## config.mk

```make
export PLATFORM = sky130hd
export DESIGN_NAME = multi_turn_encoder_tracker
export DESIGN_NICKNAME = d
export VERILOG_FILES = /design/src/sv/mtet_pkg.sv /design/src/sv/mtet_front.sv /design/src/sv/mtet_queue.sv /design/src/sv/mtet_back.sv /design/src/sv/multi_turn_encoder_tracker.sv
export SDC_FILE = /design/constraint.sdc
export NUM_CORES = 1
export LEC_CHECK = 0
export BUFFER_PORTS_ARGS = -buffer_cell sky130_fd_sc_hd__buf_2
export CAP_MARGIN = 5
export CORE_MARGIN = 10
export CORE_UTILIZATION = 50
export CTS_CLUSTER_SIZE = 28
export DETAILED_ROUTE_END_ITERATION = 12
export GPL_ROUTABILITY_DRIVEN = 0
export HOLD_SLACK_MARGIN = 0.08
export PLACE_DENSITY = 0.68
export SYNTH_ARGS = -nofsm -noshare
export SYNTH_HDL_FRONTEND = slang
export SYNTH_HIERARCHICAL = 1
export SYNTH_SLANG_ARGS = --single-unit
export TNS_END_PERCENT = 20
```

## constraint.sdc

```tcl
create_clock -name aclk -period 11.8 [get_ports aclk]
set_clock_uncertainty 0.05 [all_clocks]
set_input_delay 3.54 -clock aclk [delete_from_list [all_inputs] [get_ports aclk]]
set_output_delay 3.54 -clock aclk [all_outputs]
set_load 0.05 [all_outputs]
```

## src/sv/mtet_pkg.sv

```systemverilog
// Shared types, constants and register codes for the multi-turn encoder tracker.
package mtet_pkg;

    localparam int NUM_CHANNELS    = 5;
    localparam int COUNTS_PER_TURN = 8192;
    localparam int CPT_LOG2        = $clog2(COUNTS_PER_TURN);
    localparam int HALF_TURN       = COUNTS_PER_TURN / 2;

    localparam int ID_W      = 11;
    localparam int BYTE_W    = 8;
    localparam int WORD_W    = 16;
    localparam int CH_W      = 3;
    localparam int ENABLE_W  = 5;
    localparam int TURN_W    = 16;
    localparam int ABS_W     = 30;
    localparam int ANGLE_W   = 28;
    localparam int CFG_IDX_W = 3;
    localparam int CFG_DATA_W = 11;
    localparam int CH_IDX_W  = (NUM_CHANNELS > 1) ? $clog2(NUM_CHANNELS) : 1;

    localparam int RESET_ID_BASE = 513;

    // angle = absolute * 360 * 256 / (COUNTS_PER_TURN * 36)
    //       = absolute * 5 * 2^9 / COUNTS_PER_TURN (absolute * 5 / 16 at 8192)
    localparam int ANGLE_GAIN_LOG2 = 9;
    localparam int ANGLE_MUL_LOG2  = 2;   // multiply by 5 as (x << 2) + x
    localparam int ANGLE_SHIFT     = CPT_LOG2 - ANGLE_GAIN_LOG2;
    localparam int PROD_W          = ABS_W + ANGLE_MUL_LOG2 + 1;

    localparam int S_TDATA_W = 48;
    localparam int S_TUSER_W = 16;
    localparam int M_TDATA_W = 128;
    localparam int M_TUSER_W = 8;

    typedef enum logic [CFG_IDX_W-1:0] {
        REG_CHANNEL_ENABLE = 3'd0,
        REG_ID_CHANNEL0    = 3'd1,
        REG_ID_CHANNEL1    = 3'd2,
        REG_ID_CHANNEL2    = 3'd3,
        REG_ID_CHANNEL3    = 3'd4,
        REG_ID_CHANNEL4    = 3'd5
    } cfg_reg_t;

    // One classified frame waiting for the unwrap pipeline.
    typedef struct packed {
        logic [CH_W-1:0]   channel;
        logic [WORD_W-1:0] position;
        logic [WORD_W-1:0] speed;
        logic [WORD_W-1:0] current;
    } frame_entry_t;

    // Handshake between the queue and the unwrap pipeline.
    typedef struct packed {
        logic         valid;
        frame_entry_t entry;
    } queue_out_t;

endpackage

```

## src/sv/mtet_front.sv

```systemverilog
// Front end: configuration registers, identifier match and payload unpacking.
module mtet_front (
    input  logic                                aclk,
    input  logic                                aresetn,
    input  logic                                cfg_valid,
    output logic                                cfg_ready,
    input  logic [mtet_pkg::CFG_IDX_W-1:0]      cfg_index,
    input  logic [mtet_pkg::CFG_DATA_W-1:0]     cfg_data,
    input  logic                                s_tvalid,
    output logic                                s_tready,
    input  logic [mtet_pkg::S_TDATA_W-1:0]      s_tdata,
    input  logic [mtet_pkg::S_TUSER_W-1:0]      s_tuser,
    input  logic                                q_ready,
    output logic                                q_push,
    output mtet_pkg::frame_entry_t              q_entry
);

    logic [mtet_pkg::ENABLE_W-1:0] enable_reg;
    logic [mtet_pkg::ID_W-1:0]     id_reg [mtet_pkg::NUM_CHANNELS];
    logic [mtet_pkg::ID_W-1:0]     frame_id;
    logic                          hit;
    logic [mtet_pkg::CH_W-1:0]     hit_channel;

    assign cfg_ready = 1'b1;

    always_ff @(posedge aclk) begin
        if (!aresetn) begin
            enable_reg <= '0;
            for (int c = 0; c < mtet_pkg::NUM_CHANNELS; c++) begin
                id_reg[c] <= mtet_pkg::ID_W'(mtet_pkg::RESET_ID_BASE + c);
            end
        end else if (cfg_valid && cfg_ready) begin
            if (cfg_index == mtet_pkg::REG_CHANNEL_ENABLE) begin
                enable_reg <= cfg_data[mtet_pkg::ENABLE_W-1:0];
            end
            for (int c = 0; c < mtet_pkg::NUM_CHANNELS; c++) begin
                if (cfg_index == mtet_pkg::CFG_IDX_W'(mtet_pkg::REG_ID_CHANNEL0 + c)) begin
                    id_reg[c] <= cfg_data[mtet_pkg::ID_W-1:0];
                end
            end
        end
    end

    assign frame_id = s_tuser[mtet_pkg::ID_W-1:0];

    // Scan from the top so the lowest enabled match wins.
    always_comb begin
        hit         = 1'b0;
        hit_channel = '0;
        for (int c = mtet_pkg::NUM_CHANNELS - 1; c >= 0; c--) begin
            if (enable_reg[c] && (id_reg[c] == frame_id)) begin
                hit         = 1'b1;
                hit_channel = mtet_pkg::CH_W'(c);
            end
        end
    end

    // All frames wait for queue space; unmatched ones are then taken and dropped.
    assign s_tready = q_ready;
    assign q_push   = s_tvalid && s_tready && hit;

    assign q_entry.channel  = hit_channel;
    assign q_entry.position = {s_tdata[7:0],   s_tdata[15:8]};
    assign q_entry.speed    = {s_tdata[23:16], s_tdata[31:24]};
    assign q_entry.current  = {s_tdata[39:32], s_tdata[47:40]};

endmodule

```

## src/sv/mtet_queue.sv

```systemverilog
// Two-entry queue that decouples frame classification from the unwrap pipeline.
module mtet_queue (
    input  logic                   aclk,
    input  logic                   aresetn,
    input  logic                   push,
    input  mtet_pkg::frame_entry_t push_entry,
    output logic                   push_ready,
    input  logic                   pop,
    output mtet_pkg::queue_out_t   head
);

    mtet_pkg::frame_entry_t mem [2];
    logic       wr_ptr_reg, wr_ptr_next;
    logic       rd_ptr_reg, rd_ptr_next;
    logic [1:0] count_reg,  count_next;
    logic       do_push, do_pop;

    assign push_ready = (count_reg != 2'd2);
    assign do_push    = push && push_ready;
    assign do_pop     = pop && (count_reg != 2'd0);

    always_comb begin
        wr_ptr_next = do_push ? ~wr_ptr_reg : wr_ptr_reg;
        rd_ptr_next = do_pop  ? ~rd_ptr_reg : rd_ptr_reg;
        count_next  = count_reg + 2'(do_push) - 2'(do_pop);
    end

    always_ff @(posedge aclk) begin
        if (!aresetn) begin
            wr_ptr_reg <= 1'b0;
            rd_ptr_reg <= 1'b0;
            count_reg  <= 2'd0;
        end else begin
            wr_ptr_reg <= wr_ptr_next;
            rd_ptr_reg <= rd_ptr_next;
            count_reg  <= count_next;
        end
    end

    always_ff @(posedge aclk) begin
        if (do_push) begin
            mem[wr_ptr_reg] <= push_entry;
        end
    end

    assign head.valid = (count_reg != 2'd0);
    assign head.entry = mem[rd_ptr_reg];

endmodule

```

## src/sv/mtet_back.sv

```systemverilog
// Back end: per-channel unwrap, absolute position and shaft angle pipeline.
module mtet_back (
    input  logic                          aclk,
    input  logic                          aresetn,
    input  mtet_pkg::queue_out_t          head,
    output logic                          pop,
    output logic                          m_tvalid,
    input  logic                          m_tready,
    output logic [mtet_pkg::M_TDATA_W-1:0] m_tdata,
    output logic [mtet_pkg::M_TUSER_W-1:0] m_tuser
);

    // per-channel state
    logic [mtet_pkg::WORD_W-1:0]        last_pos_reg [mtet_pkg::NUM_CHANNELS];
    logic signed [mtet_pkg::TURN_W-1:0] turns_reg    [mtet_pkg::NUM_CHANNELS];

    // stage 1: unwrap
    logic                               s1_valid_reg;
    mtet_pkg::frame_entry_t             s1_entry_reg;
    logic signed [mtet_pkg::TURN_W-1:0] s1_turns_reg;
    // stage 2: absolute and scaled product
    logic                               s2_valid_reg;
    mtet_pkg::frame_entry_t             s2_entry_reg;
    logic signed [mtet_pkg::TURN_W-1:0] s2_turns_reg;
    logic signed [mtet_pkg::ABS_W-1:0]  s2_abs_reg;
    logic signed [mtet_pkg::PROD_W-1:0] s2_prod_reg;
    // stage 3: output register
    logic                               s3_valid_reg;
    mtet_pkg::frame_entry_t             s3_entry_reg;
    logic signed [mtet_pkg::TURN_W-1:0] s3_turns_reg;
    logic signed [mtet_pkg::ABS_W-1:0]  s3_abs_reg;
    logic signed [mtet_pkg::ANGLE_W-1:0] s3_angle_reg;

    logic s1_ready, s2_ready, s3_ready;
    logic [mtet_pkg::CH_IDX_W-1:0]       rd_idx;
    logic signed [mtet_pkg::WORD_W:0]    delta;
    logic signed [mtet_pkg::TURN_W-1:0]  turns_cur, turns_next;
    logic signed [mtet_pkg::ABS_W-1:0]   abs_next;
    logic signed [mtet_pkg::PROD_W-1:0]  abs_ext, prod_next, prod_biased;
    logic signed [mtet_pkg::PROD_W-1:0]  angle_full;

    assign s3_ready = !s3_valid_reg || m_tready;
    assign s2_ready = !s2_valid_reg || s3_ready;
    assign s1_ready = !s1_valid_reg || s2_ready;
    assign pop      = head.valid && s1_ready;

    assign rd_idx    = head.entry.channel[mtet_pkg::CH_IDX_W-1:0];
    assign turns_cur = turns_reg[rd_idx];
    assign delta     = signed'({1'b0, head.entry.position}) -
                       signed'({1'b0, last_pos_reg[rd_idx]});

    // Step the turn count on a wrap, holding at the signed limits.
    always_comb begin
        turns_next = turns_cur;
        if (delta > (mtet_pkg::WORD_W+1)'(mtet_pkg::HALF_TURN)) begin
            if (turns_cur != {1'b1, {(mtet_pkg::TURN_W-1){1'b0}}}) begin
                turns_next = turns_cur - mtet_pkg::TURN_W'(1);
            end
        end else if (delta < -((mtet_pkg::WORD_W+1)'(mtet_pkg::HALF_TURN))) begin
            if (turns_cur != {1'b0, {(mtet_pkg::TURN_W-1){1'b1}}}) begin
                turns_next = turns_cur + mtet_pkg::TURN_W'(1);
            end
        end
    end

    always_ff @(posedge aclk) begin
        if (!aresetn) begin
            for (int c = 0; c < mtet_pkg::NUM_CHANNELS; c++) begin
                last_pos_reg[c] <= '0;
                turns_reg[c]    <= '0;
            end
        end else if (pop) begin
            last_pos_reg[rd_idx] <= head.entry.position;
            turns_reg[rd_idx]    <= turns_next;
        end
    end

    always_comb begin
        abs_next = (mtet_pkg::ABS_W'(s1_turns_reg) <<< mtet_pkg::CPT_LOG2) +
                   signed'({{(mtet_pkg::ABS_W-mtet_pkg::WORD_W){1'b0}},
                            s1_entry_reg.position});
        abs_ext   = mtet_pkg::PROD_W'(abs_next);
        prod_next = (abs_ext <<< mtet_pkg::ANGLE_MUL_LOG2) + abs_ext;
    end

    // Bias negatives so the arithmetic shift truncates toward zero.
    always_comb begin
        prod_biased = s2_prod_reg;
        if (s2_prod_reg[mtet_pkg::PROD_W-1]) begin
            prod_biased = s2_prod_reg +
                          mtet_pkg::PROD_W'((1 << mtet_pkg::ANGLE_SHIFT) - 1);
        end
        angle_full = prod_biased >>> mtet_pkg::ANGLE_SHIFT;
    end

    always_ff @(posedge aclk) begin
        if (!aresetn) begin
            s1_valid_reg <= 1'b0;
            s2_valid_reg <= 1'b0;
            s3_valid_reg <= 1'b0;
        end else begin
            if (s1_ready) s1_valid_reg <= head.valid;
            if (s2_ready) s2_valid_reg <= s1_valid_reg;
            if (s3_ready) s3_valid_reg <= s2_valid_reg;
        end
    end

    always_ff @(posedge aclk) begin
        if (pop) begin
            s1_entry_reg <= head.entry;
            s1_turns_reg <= turns_next;
        end
        if (s2_ready && s1_valid_reg) begin
            s2_entry_reg <= s1_entry_reg;
            s2_turns_reg <= s1_turns_reg;
            s2_abs_reg   <= abs_next;
            s2_prod_reg  <= prod_next;
        end
        if (s3_ready && s2_valid_reg) begin
            s3_entry_reg <= s2_entry_reg;
            s3_turns_reg <= s2_turns_reg;
            s3_abs_reg   <= s2_abs_reg;
            s3_angle_reg <= angle_full[mtet_pkg::ANGLE_W-1:0];
        end
    end

    assign m_tvalid = s3_valid_reg;
    assign m_tuser  = {{(mtet_pkg::M_TUSER_W-mtet_pkg::CH_W){1'b0}}, s3_entry_reg.channel};
    assign m_tdata  = {6'b0, s3_angle_reg, s3_abs_reg, s3_turns_reg,
                       s3_entry_reg.current, s3_entry_reg.speed, s3_entry_reg.position};

endmodule

```

## src/sv/multi_turn_encoder_tracker.sv

```systemverilog
// Multi-turn encoder tracker for five motor feedback channels. Each frame carries
// an 11-bit identifier on s_tuser and six big-endian payload bytes on s_tdata.
// Frames whose identifier matches no enabled channel are taken and dropped; a match
// (lowest enabled channel wins) yields one result with the unwrapped turn count,
// the absolute position and the output-shaft angle in 1/256 degree. One frame is
// taken every cycle while m_tready keeps up; each frame passes through the queue, then
// the unwrap, scale and output stage registers, and the read-modify-write of the
// per-channel turn state keeps pace with that rate. A two-entry queue sits between
// matching and unwrap; with m_tready low the block holds five matched frames before
// s_tready drops.
// Registers: 0 channel_enable, 1..5 id_channel0..4; write them only while idle.
module multi_turn_encoder_tracker (
    input  logic                                aclk,
    input  logic                                aresetn,
    input  logic                                cfg_valid,
    output logic                                cfg_ready,
    input  logic [mtet_pkg::CFG_IDX_W-1:0]      cfg_index,
    input  logic [mtet_pkg::CFG_DATA_W-1:0]     cfg_data,
    input  logic                                s_tvalid,
    output logic                                s_tready,
    // data_byte0 [7:0], data_byte1 [15:8], ... data_byte5 [47:40]
    input  logic [mtet_pkg::S_TDATA_W-1:0]      s_tdata,
    // frame_id [10:0], zeros above
    input  logic [mtet_pkg::S_TUSER_W-1:0]      s_tuser,
    output logic                                m_tvalid,
    input  logic                                m_tready,
    // raw_position [15:0], speed_word [31:16], current_word [47:32],
    // turn_count [63:48], absolute_position [93:64], shaft_angle [121:94], zeros above
    output logic [mtet_pkg::M_TDATA_W-1:0]      m_tdata,
    // channel [2:0], zeros above
    output logic [mtet_pkg::M_TUSER_W-1:0]      m_tuser
);

    logic                   q_ready;
    logic                   q_push;
    logic                   q_pop;
    mtet_pkg::frame_entry_t q_entry;
    mtet_pkg::queue_out_t   q_head;

    mtet_front u_front (
        .aclk      (aclk),
        .aresetn   (aresetn),
        .cfg_valid (cfg_valid),
        .cfg_ready (cfg_ready),
        .cfg_index (cfg_index),
        .cfg_data  (cfg_data),
        .s_tvalid  (s_tvalid),
        .s_tready  (s_tready),
        .s_tdata   (s_tdata),
        .s_tuser   (s_tuser),
        .q_ready   (q_ready),
        .q_push    (q_push),
        .q_entry   (q_entry)
    );

    mtet_queue u_queue (
        .aclk       (aclk),
        .aresetn    (aresetn),
        .push       (q_push),
        .push_entry (q_entry),
        .push_ready (q_ready),
        .pop        (q_pop),
        .head       (q_head)
    );

    mtet_back u_back (
        .aclk     (aclk),
        .aresetn  (aresetn),
        .head     (q_head),
        .pop      (q_pop),
        .m_tvalid (m_tvalid),
        .m_tready (m_tready),
        .m_tdata  (m_tdata),
        .m_tuser  (m_tuser)
    );

`ifndef SYNTHESIS
    // Absolute position keeps the low 13 bits of the raw position in its low bits.
    assert property (@(posedge aclk) disable iff (!aresetn)
        m_tvalid |-> (m_tdata[64 +: mtet_pkg::CPT_LOG2] == m_tdata[0 +: mtet_pkg::CPT_LOG2]))
        else $error("absolute position low bits differ from raw position");

    // A non-negative absolute position never gives a negative angle; small negatives may give zero.
    assert property (@(posedge aclk) disable iff (!aresetn)
        (m_tvalid && !m_tdata[93]) |-> !m_tdata[121])
        else $error("shaft angle negative for non-negative absolute position");

    // Reported channel is always a real channel.
    assert property (@(posedge aclk) disable iff (!aresetn)
        m_tvalid |-> (m_tuser[mtet_pkg::CH_W-1:0] < mtet_pkg::CH_W'(mtet_pkg::NUM_CHANNELS)))
        else $error("result channel out of range");

    // A frame is queued only when it was accepted on the input.
    assert property (@(posedge aclk) disable iff (!aresetn)
        q_push |-> (s_tvalid && s_tready))
        else $error("queue push without input transfer");
`endif

endmodule

```

==> impl_metrics.env <==
export IMPL_outcome="finished clean"
export IMPL_drcViolationCount=0
export IMPL_nNetsFinal=2437
export IMPL_critical_path_max_stage_delay_ps=1030
export IMPL_stdcell_count=3200
export IMPL_slew_violations=0
export IMPL_dp_slack_ps=4239
export IMPL_cts_sinks=719
export IMPL_yosys_warnings=6
export IMPL_path_depth=16
export IMPL_dp_cells=3067
export IMPL_setup_ws_ps=3968
export IMPL_finalCritPeriodShare_pct=66.38
export IMPL_max_slew_worst_pin_slew_ps=1153
export IMPL_place_hpwl_um=48320
export IMPL_vdd_drop_max_mv=0.1094
export IMPL_synth_area_um2=32000
export IMPL_crit_type="register to register"
export IMPL_cts_root_buf="clkbuf_16"
export IMPL_maxCapViolCount=0
export IMPL_vias_per_cell=5.768
export IMPL_cpMostUsedCell="nand2_1"
export IMPL_cts_hold_buffers=0
export IMPL_cts_buffers=74
export IMPL_synth_area_leaders="edfxtp_1, xnor2_1, mux2i_1"
export IMPL_drtIter0Drc=1608
export IMPL_synth_top_cell_by_area="edfxtp_1"
export IMPL_power_total_w=0.005305
export IMPL_worstSkewPairLatency_ps=620
export IMPL_ys_flop_type="edfxtp_1"
export IMPL_synth_top_area_share_pct=66.24
export IMPL_postCtsSetupRepairBufs=0
export IMPL_p_per_area_nw_per_um2=148.0
export IMPL_grt_setup_unrepaired="no"
export IMPL_synth_seq_area_share_pct=67.06
export IMPL_firstDrtPassIters=9
export IMPL_leakagePower_nw=12.86
export IMPL_cts_clk_slew_worst_paths_ps=60
export IMPL_endpoint_kind="register"
export IMPL_syn_instance_count=2133
export IMPL_hold_viol=0
export IMPL_synthArstFlopShare_pct=0
export IMPL_post_cts_resized=0
export IMPL_avgSynthCellArea_um2=15.00
export IMPL_start_kind="register"
export IMPL_post_route_util_pct=56.70
export IMPL_htreeDepth=3
export IMPL_io_pins=222
export IMPL_cts_tree="yes"
export IMPL_worst_hold_path_num_cells=0
export IMPL_worst_r2r_path_depth=16
export IMPL_cts_buffer_depth=3
export IMPL_slew_headroom_pct=22.68
export IMPL_drtAntennaViolNets=0
export IMPL_area_growth_pct=11.96
export IMPL_hp_class="register to register"
export IMPL_num_vias=18457
export IMPL_cpMaxStageDelayCell="dfxtp_4"
export IMPL_first_global_vias=18470
export IMPL_cp_max_fo=51
export IMPL_fp_dieH_um=273
export IMPL_antenna_found_initial=0
export IMPL_die_w_um=273
export IMPL_track_usage_pct=19.45
export IMPL_grt_max_degree=78
export IMPL_yosys_register_bits=719
export IMPL_path_delay_family="compound AO/OA/AOI/OAI gates"
export IMPL_cp_num_buf_inv=1
export IMPL_synth_common_cells="edfxtp_1, nand2_1, xnor2_1"
export IMPL_yosysMostFrequentCell="edfxtp_1"
export IMPL_layout_min_cycle_time_ps=7832
export IMPL_die_area_um2=74530
export IMPL_grt_ovfl_total=0
export IMPL_synth_edf_count=706
export IMPL_fp_row_count=92
export IMPL_core_area_um2=63200
export IMPL_fmax_mhz=127.7
export IMPL_ys_types=98
export IMPL_setup_viol=0
export IMPL_grt_first_pass_wirelength_um=111700
export IMPL_required_ps=12070
export IMPL_tns_ps=0
export IMPL_drive_above_1_share_pct=20.82
export IMPL_fillers=4905
export IMPL_n_antenna_cell=0
export IMPL_worstPathArrival_ps=8100
export IMPL_io_buffers=204
export IMPL_crit_chain="mux2_4 -> buf_4 -> mux4_2 -> nand2_1 -> nand2_1 -> ha_1 -> fa_1 -> nand2b_1 -> a211oi_1 -> o211a_1 -> nor4_1 -> a311oi_1 -> a41o_1 -> nand2_1 -> a21oi_2 -> xnor2_1"
export IMPL_start_util_pct=50.64
export IMPL_drt_wirelength_per_cell_um=23.06
export IMPL_wirelength_um=73780
==> layout make-up <==
type / count / area, um2 / area share (%)
flip-flops and latches: 719 / 21460 / 59.90
multi-input cells: 1231 / 9422 / 26.29
clock buffers: 91 / 2001 / 5.583
repair buffers: 237 / 1269 / 3.541
well taps: 846 / 1059 / 2.954
clock inverters: 42 / 490.5 / 1.369
inverters: 34 / 127.6 / 0.3562
==> layer usage <==
| metal | GRT usage (%) | routed length [um] | vias to the layer above |
|---|---|---|---|
| li1 | - | - | 8334 |
| met1 | 25.02 | 29840 | 9201 |
| met2 | 32.82 | 36300 | 764 |
| met3 | 3.886 | 5573 | 158 |
| met4 | 6.077 | 2075 | 0 |
| met5 | 0 | 0 | - |
==> worst register-to-register path: cells and delay by family, from the launching register on <==
kind                       cells  cell delay, ps
AOI/OAI and AO/OA              5            2360
muxes                          2            1340
buffers and inverters          1             700
and+or+nand+nor                5            1030
adders and majority gates      2             630
DFF                            1            1030
xor gates and xnor gates       1             390
==> cells by family after synthesis <==
| family | synth area share [%] |
|---|---|
| DFF | 67.05 |
| muxes | 7.287 |
| xor gates and xnor gates | 3.773 |
| buffers and inverters | 3.851 |
| and+or+nand+nor | 8.910 |
| AOI/OAI and AO/OA | 6.803 |
| other | 0.02347 |
| adders and majority gates | 2.299 |
==> worst paths after layout <==
check,from,endpoint,slack (ps)
worst max-delay path,register,u_back/turns_reg[7][7]$_DFFE_PP_,3970
worst min-delay path,u_back/s2_abs_reg[24]$_DFFE_PP_,u_back/s3_abs_reg[24]$_DFFE_PP_,360
worst max register to register,register,u_back/turns_reg[7][7]$_DFFE_PP_,3970
worst min register to register,u_back/s2_abs_reg[24]$_DFFE_PP_,u_back/s3_abs_reg[24]$_DFFE_PP_,360
==> cells in the final DEF, fill, tap and decap left out, drive strengths merged, types with 7 or more instances in the layout <==
cell type / count
xnor2: 117
a22oi: 7
nand4: 34
bufinv: 11
and3: 10
nor2b: 23
nand2b: 27
a21o: 15
a221o: 8
clkbuf: 91
mux2: 65
ha: 54
mux4: 25
nand2: 176
a21oi: 103
and2: 92
clkinv: 27
nor4: 13
inv: 34
nand3: 26
nor3: 37
o22ai: 9
dfxtp: 13
mux2i: 83
edfxtp: 706
o211ai: 8
a221oi: 17
o21a: 12
o21ai: 34
nor2: 75
or2: 10
buf: 237
conb: 12
or3: 12
xor2: 20
a211oi: 20
a22o: 8
==> metrics by stage <==
step	hold slack, ps	cell area [um2]
6_report	357.2	35830
4_1_cts	355.1	35830
3_3_place_gp	350.5	33340
2_1_floorplan	350.3	32040
3_5_place_dp	354.5	33340
5_1_grt	359.4	35830
==> power breakdown <==
part / leakage, nW / internal, W / switching, W / total [W]
Combinational: 4.97 / 0.0000330 / 0.0000589 / 0.0000920
Clock: 1.21 / 0.00144 / 0.000943 / 0.00239
Sequential: 6.67 / 0.00281 / 0.0000121 / 0.00283
Power figures use the tool's default switching activity.
